[config.mk]
export PLATFORM = sky130hd
export DESIGN_NAME = stf_ctrl
export DESIGN_NICKNAME = d
export VERILOG_FILES = /design/src/hdl/stf_pkg.sv /design/src/hdl/stf_ctrl.sv
export SDC_FILE = /design/constraint.sdc
export NUM_CORES = 1
export LEC_CHECK = 0
export BUFFER_PORTS_ARGS = -buffer_cell sky130_fd_sc_hd__buf_2
export CAP_MARGIN = 20
export CORE_AREA = 4 4 41 43
export DETAILED_ROUTE_END_ITERATION = 10
export DIE_AREA = 0 0 45 47
export SYNTH_ARGS = -nofsm -noshare
export SYNTH_HDL_FRONTEND = slang
export SYNTH_SLANG_ARGS = --single-unit
[constraint.sdc]
create_clock -name clk -period 4 [get_ports clk]
set_clock_uncertainty 0.05 [all_clocks]
set_input_delay 0.4 -clock clk [delete_from_list [all_inputs] [get_ports clk]]
set_output_delay 0.4 -clock clk [all_outputs]
set_load 0.01 [all_outputs]
[src/hdl/stf_pkg.sv]
package stf_pkg;

  localparam int REQ_TYPE_W = 2;
  localparam int REC_W      = 64;
  localparam int IDX_W      = 10;
  localparam int CNT_W      = 32;
  localparam int KIND_W     = 2;

  typedef enum logic [REQ_TYPE_W-1:0] {
    REQ_LOAD  = 2'd0,
    REQ_PROBE = 2'd1,
    REQ_READ  = 2'd2,
    REQ_NOP   = 2'd3
  } req_type_t;

  typedef enum logic [KIND_W-1:0] {
    KIND_PASS  = 2'd0,
    KIND_COUNT = 2'd1,
    KIND_FULL  = 2'd2,
    KIND_RANGE = 2'd3
  } kind_t;

  // read address source for both table memories
  typedef enum logic [1:0] {
    RD_SRCH  = 2'd0,
    RD_POS   = 2'd1,
    RD_RIDX  = 2'd2,
    RD_SHIFT = 2'd3
  } rd_sel_t;

  typedef enum logic [2:0] {
    S_IDLE      = 3'd0,
    S_DECODE    = 3'd1,
    S_SEARCH    = 3'd2,
    S_FOUND     = 3'd3,
    S_SHIFT     = 3'd4,
    S_INSERT    = 3'd5,
    S_PROBE_CHK = 3'd6,
    S_READ_OUT  = 3'd7
  } state_t;

  typedef struct packed {
    logic    take;
    logic    rd_en;
    rd_sel_t rd_sel;
    logic    srch_step;
    logic    shift_step;
    logic    insert;
    logic    cnt_bump;
    logic    emit;
    kind_t   kind;
  } stf_cmd_t;

  typedef struct packed {
    req_type_t req_type;
    logic      full;
    logic      srch_more;
    logic      pos_valid;
    logic      k_above;
    logic      k_above2;
    logic      read_ok;
    logic      hit;
    logic      count_mode;
    logic      out_free;
  } stf_status_t;

endpackage

[src/hdl/stf_ctrl.sv]
module stf_ctrl (
  input  logic                 clk,
  input  logic                 rst,
  input  logic                 req_valid,
  output logic                 req_ready,
  input  stf_pkg::stf_status_t sts,
  output stf_pkg::stf_cmd_t    cmd
);

  stf_pkg::state_t state, state_next;

  always_ff @(posedge clk) begin
    if (rst) begin
      state <= stf_pkg::S_IDLE;
    end else begin
      state <= state_next;
    end
  end

  always_comb begin
    state_next = state;
    cmd        = '0;
    req_ready  = 1'b0;
    unique case (state)
      stf_pkg::S_IDLE: begin
        req_ready = 1'b1;
        if (req_valid) begin
          cmd.take   = 1'b1;
          state_next = stf_pkg::S_DECODE;
        end
      end
      stf_pkg::S_DECODE: begin
        unique case (sts.req_type)
          stf_pkg::REQ_LOAD, stf_pkg::REQ_PROBE: begin
            if (sts.req_type == stf_pkg::REQ_LOAD && sts.full) begin
              cmd.kind = stf_pkg::KIND_FULL;
              if (sts.out_free) begin
                cmd.emit   = 1'b1;
                state_next = stf_pkg::S_IDLE;
              end
            end else begin
              // first probe of the search
              cmd.rd_en  = 1'b1;
              cmd.rd_sel = stf_pkg::RD_SRCH;
              state_next = sts.srch_more ? stf_pkg::S_SEARCH : stf_pkg::S_FOUND;
            end
          end
          stf_pkg::REQ_READ: begin
            if (sts.read_ok) begin
              cmd.rd_en  = 1'b1;
              cmd.rd_sel = stf_pkg::RD_RIDX;
              state_next = stf_pkg::S_READ_OUT;
            end else begin
              cmd.kind = stf_pkg::KIND_RANGE;
              if (sts.out_free) begin
                cmd.emit   = 1'b1;
                state_next = stf_pkg::S_IDLE;
              end
            end
          end
          stf_pkg::REQ_NOP: begin
            state_next = stf_pkg::S_IDLE;
          end
        endcase
      end
      stf_pkg::S_SEARCH: begin
        cmd.rd_en     = 1'b1;
        cmd.rd_sel    = stf_pkg::RD_SRCH;
        cmd.srch_step = 1'b1;
        if (!sts.srch_more) begin
          state_next = stf_pkg::S_FOUND;
        end
      end
      stf_pkg::S_FOUND: begin
        if (sts.req_type == stf_pkg::REQ_LOAD) begin
          if (sts.k_above) begin
            cmd.rd_en  = 1'b1;
            cmd.rd_sel = stf_pkg::RD_SHIFT;
            state_next = stf_pkg::S_SHIFT;
          end else begin
            state_next = stf_pkg::S_INSERT;
          end
        end else if (sts.pos_valid) begin
          cmd.rd_en  = 1'b1;
          cmd.rd_sel = stf_pkg::RD_POS;
          state_next = stf_pkg::S_PROBE_CHK;
        end else begin
          state_next = stf_pkg::S_IDLE;
        end
      end
      stf_pkg::S_SHIFT: begin
        // move one entry up per cycle, reading the next one down
        cmd.shift_step = 1'b1;
        cmd.rd_en      = 1'b1;
        cmd.rd_sel     = stf_pkg::RD_SHIFT;
        if (!sts.k_above2) begin
          state_next = stf_pkg::S_INSERT;
        end
      end
      stf_pkg::S_INSERT: begin
        cmd.insert = 1'b1;
        state_next = stf_pkg::S_IDLE;
      end
      stf_pkg::S_PROBE_CHK: begin
        cmd.kind = stf_pkg::KIND_PASS;
        if (!sts.hit) begin
          state_next = stf_pkg::S_IDLE;
        end else if (sts.count_mode) begin
          cmd.cnt_bump = 1'b1;
          state_next   = stf_pkg::S_IDLE;
        end else if (sts.out_free) begin
          cmd.emit   = 1'b1;
          state_next = stf_pkg::S_IDLE;
        end
      end
      stf_pkg::S_READ_OUT: begin
        cmd.kind = stf_pkg::KIND_COUNT;
        if (sts.out_free) begin
          cmd.emit   = 1'b1;
          state_next = stf_pkg::S_IDLE;
        end
      end
    endcase
  end

endmodule

==> results of run 1 <==
[area by class of cell]
type | count | area, µm²
Clock buffer | 4 | 26.3
Multi-Input combinational cell | 53 | 333
Fill cell | 150 | 719
Sequential cell | 3 | 60.1
Timing Repair Buffer | 25 | 125
Tap cell | 15 | 18.8
Inverter | 5 | 18.8
[worst max path at each step]
| stage | slack [ns] | start | endpoint | cells after the start |
|---|---|---|---|---|
| after floorplan | 2.23 | state[2] | cmd[9] | 5 |
| after global placement | 2.14 | sts[9] | cmd[0] | 5 |
| after detailed placement | 2.14 | sts[9] | cmd[0] | 5 |
| after CTS | 1.88 | state[2] | cmd[9] | 5 |
| after global routing | 1.74 | state[2] | cmd[9] | 5 |
| final | 1.89 | state[2] | cmd[9] | 5 |
[power by group]
group	leakage, nW	internal (mW)	switching, mW
Combinational	0.238	0.0320	0.0379
Clock	0.0150	0.0373	0.0147
Sequential	0.0246	0.0337	0.00951
Total	0.277	0.103	0.0621
[kinds of logic after synthesis]
kind of cell | share of synthesized area (%)
and+or+nand+nor | 47.7
DFF | 14.1
buffers and inverters | 7.64
muxes | 2.35
AOI/OAI and AO/OA | 28.2
[metrics by stage]
step | total power [mW] | area (µm²) | cells
floorplan | 0.0876 | 425 | 64
global placement | 0.114 | 556 | 101
detailed placement | 0.114 | 556 | 101
CTS | 0.169 | 582 | 105
global route | 0.182 | 582 | 105
finish | 0.165 | 582 | 105
[layer usage]
metal / GRT usage [%] / up-vias / routed length (µm)
li1: - / 285 / -
met2: 20.1 / 29 / 557
met3: 6.51 / 0 / 126
met4: 0 / 0 / 0
met5: 0 / - / 0
met1: 18.8 / 245 / 580
[worst max-delay path: cells and delay by family (launching register included)]
kind / cells / cell delay (ns)
and+or+nand+nor: 2 / 0.50
buffers and inverters: 2 / 0.30
AOI/OAI and AO/OA: 1 / 0.11
DFF: 1 / 0.52
[synth_stat cells (2+ instances only)]
| cell | count |
|---|---|
| a21oi_1 | 5 |
| a31oi_1 | 2 |
| dfxtp_1 | 3 |
| inv_1 | 5 |
| nand2_1 | 5 |
| nand2b_1 | 4 |
| nand3_1 | 2 |
| nor2_1 | 7 |
| nor3_1 | 3 |
| o21ai_0 | 5 |
| o22ai_1 | 2 |
| or3_1 | 2 |
==> results_dict.tcl, run 1 <==
set metrics [dict create \
    status "complete, no violations" \
    gp_congestion 0.823 \
    worstPathRequired_ns 3.55 \
    cts_made_buffers 3 \
    core-area_mm2 0.00130 \
    timing.slew.headroom_pct 74.8 \
    crit_path_end_kind "output pin" \
    top_regs "state x3" \
    crit_path_start_kind "flip-flop" \
    io_pins 26 \
    synthArstFlopShare_pct 0 \
    clk_latency_ns 0.23 \
    layout-drive-gt1-share_pct 36.7 \
    synth_top_flop_cell "dfxtp_1" \
    tightest_slew_ns 0.377 \
    initial_core_util_pct 32.7 \
    grt_util_all_layers_pct 13.5 \
    std_cell_rows 13 \
    avgSynthCellArea_um2 6.65 \
    mostFrequentLayoutCell "buf_2" \
    ir_drop_mv 0.163 \
    hold_buffers 0 \
    vias 559 \
    first_iter_violations 10 \
    dp_slack_ns 2.14 \
    antennaDiodeCount 0 \
    final_cell_mix "buf_2 (25), nor2_1 (7)" \
    yosys_warnings 0 \
    cts_max_level 1 \
    die_h_um 47 \
    cpPeakStageDelay_ns 0.52 \
    period_share_pct 52.9 \
    r2r_slack_ns 2.58 \
    timing.rr.end "state[0]" \
    tns_ns 0 \
    path_cells "inv_1, or3_1, o21ai_0, nand2b_1, buf_2" \
    antenna_found_initial 0 \
    synth_edf_count 0 \
    r2r_cells 4 \
    cts_resized 0 \
    powerDensity_mw_per_mm2 284 \
    synth_top_area_share_pct 14.1 \
    regMostFlops "state" \
    finalHoldViolations 0 \
    post-route-min-period_ns 2.11 \
    ys_ff_latch 3 \
    synth.area.top_cells "dfxtp_1 (14%), nor2_1 (6.2%), a21oi_1 (5.9%)" \
    die_area_mm2 0.00212 \
    synthToLayoutAreaGrowth_pct 36.8 \
    die_w_um 45 \
    fin_hold_ws_ns 0.318 \
    cts_tree "yes" \
    r2r-start "state[2]" \
    min_path_cells 2 \
    grt_pass1_vias 470 \
    io_buffers 25 \
    grt_pass1_wl_um 2080 \
    rsz0062_at_grt "no" \
    largest_reg_flops 3 \
    max_freq_mhz 473 \
    arrival_ns 1.66 \
    cp_slowest_cell "dfxtp_1" \
    grt-ovfl-total 0 \
    postCtsSetupBuffers 0 \
    post_drt_via_cell_ratio 5.32 \
    drt-total-wl_um 1260 \
    firstDrtPassIters 4 \
    p_leak_nw 0.277 \
    dp_hpwl_um 1050 \
    fin_nets 105 \
    syn_inst 64 \
    whs_endpoint "state[2]" \
    ant_nets 0 \
    wl_per_cell_um 12.0 \
    slew_violations 0 \
    postLayoutCoreUtil_pct 44.7 \
    ys_seq_area_share_pct 14.1 \
    hp-start "rst" \
    cts.sinks 3 \
    synth_fp_nets 78 \
    grt_max_degree 15 \
    syn_area_um2 425 \
    setup_viol 0 \
    critPathKind "reg2out" \
    ys_types 31 \
    cap_violations 0 \
    worst_slack_ns 1.89 \
    yosysTopAreaCell "dfxtp_1" \
    crit_fanout 10 \
    drc 0 \
    clock-root-buffer "clkbuf_4" \
    hold_class "in2reg" \
    max-clock-path-buffers 2 \
    clkTransAtPathRegs_ns 0.04 \
]
(Power assumes the default switching activity.)
==> run 2, diff against run 1 <==
clock period = 2.12 ns   (was 4 ns; I/O delays follow)
==> run 2 against run 1 <==
Against the previous run: hold slack worse by 0.18 ns; critical path depth is the same; die area stayed put; largest power group unchanged; cell count did not move; combinational power is 89% higher; first-iteration DRC count rose by 90%; global-route usage up 0.63 points; via count is 0.54% lower.
==> results_dict.tcl, run 2 (synthesis results as in run 1) <==
set metrics [dict create \
    regArea_um2 60.1 \
    period_share_pct 91.0 \
    timing.slew.headroom_pct 73.2 \
    busiest_layer "met2" \
    final_cell_mix "buf_2 (25), nor2_1 (7)" \
    arrival_ns 1.67 \
    cap_violations 0 \
    max_freq_mhz 518 \
    worst_slack_ns 0.191 \
    layout-drive-gt1-share_pct 36.7 \
    status "complete, no violations" \
    die_area_mm2 0.00212 \
    worstPathRequired_ns 1.86 \
    clkTransAtPathRegs_ns 0.04 \
    multi_input_comb_area_um2 333 \
    setup_viol 0 \
    regMostFlops "state" \
    use_met1_pct 17.6 \
    grtUsageMet2_pct 22.9 \
    post_drt_via_cell_ratio 5.30 \
    r2r-start "state[1]" \
    antenna_found_initial 0 \
    timing.rr.end "state[1]" \
    postLayoutCoreUtil_pct 44.7 \
    fin_nets 105 \
    cts.sinks 3 \
    crit_fanout 10 \
    hp-start "rst" \
    drt-total-wl_um 1280 \
    whs_endpoint "state[2]" \
    die_w_um 45 \
    antennaDiodeCount 0 \
    cts_resized 0 \
    grt_max_degree 15 \
    grt_pass1_vias 536 \
    min_path_cells 2 \
    max-clock-path-buffers 2 \
    vias 556 \
    clk_latency_ns 0.23 \
    ant_nets 0 \
    crit_path_start_kind "flip-flop" \
    cts_tree "yes" \
    finalHoldViolations 0 \
    r2r_slack_ns 0.68 \
    hold_class "in2reg" \
    io_buffers 25 \
    r2r_cells 3 \
    wl_per_cell_um 12.2 \
    postCtsSetupBuffers 0 \
    dp_slack_ns 0.439 \
    rsz0062_at_grt "no" \
    initial_core_util_pct 32.7 \
    std_cell_rows 13 \
    top_regs "state x3" \
    cts_made_buffers 3 \
    tightest_slew_ns 0.402 \
    gp_congestion 0.745 \
    post-route-min-period_ns 1.93 \
    use_met3_pct 5.36 \
    core-area_mm2 0.00130 \
    mostFrequentLayoutCell "buf_2" \
    crit_path_start "state[2]" \
    io_pins 26 \
    tns_ns 0 \
    grt_util_all_layers_pct 14.1 \
    drc 0 \
    grt-ovfl-total 0 \
    critPathKind "reg2out" \
    largest_reg_flops 3 \
    hold_buffers 0 \
    firstDrtPassIters 4 \
    first_iter_violations 19 \
    slew_violations 0 \
    crit_path_end_kind "output pin" \
    clock-root-buffer "clkbuf_4" \
    synthToLayoutAreaGrowth_pct 36.8 \
    cts_max_level 1 \
    fillerInstances 155 \
    powerDensity_mw_per_mm2 534 \
    p_leak_nw 0.277 \
    dp_hpwl_um 1080 \
    ir_drop_mv 0.276 \
    grt_pass1_wl_um 2220 \
    die_h_um 47 \
]
## run 2: cell counts in the layout (fill, tap and decap cells not counted)
Identical to the previous run, type by type.
## run 2: power by group
group          internal (mW)  total [mW]  switching (mW)
registers             0.0636      0.0818          0.0182
clock network         0.0703      0.0966          0.0263
logic                 0.0603       0.132          0.0720
## run 2: layout make-up
type	instances	share of cell area, %
flip-flops and latches	3	10.3
clock buffers	4	4.52
repair buffers	25	21.5
well taps	15	3.23
multi-input cells	53	57.2
inverters	5	3.23
## run 2: worst max-delay path by stage
| stage | slack [ns] | to |
|---|---|---|
| 3_3_place_gp | 0.51 | cmd[9] |
| 5_1_grt | 0.003 | cmd[9] |
| 4_1_cts | 0.19 | cmd[9] |
| 2_1_floorplan | 0.54 | cmd[9] |
| 6_report | 0.19 | cmd[9] |
| 3_5_place_dp | 0.44 | cmd[9] |
## run 2: stage by stage
step	power, mW	std cells	hold slack, ns	area, µm²
2_1_floorplan	0.165	64	0.228	425
3_3_place_gp	0.214	101	0.365	556
3_5_place_dp	0.216	101	0.369	556
4_1_cts	0.315	105	0.131	582
5_1_grt	0.340	105	0.135	582
6_report	0.311	105	0.134	582
## run 2: critical path: stages, from the launching register on
cell and delay [ns]:
dfxtp_1 0.52, inv_1 0.18, or3_1 0.38, o21ai_0 0.11, nand2b_1 0.12, buf_2 0.12
## run 2: routing by layer
layer  wire, µm  part of all wire [%]
met1        566                    44
met3        103                   8.1
met2        606                    47
met5          0                     0
met4          0                     0
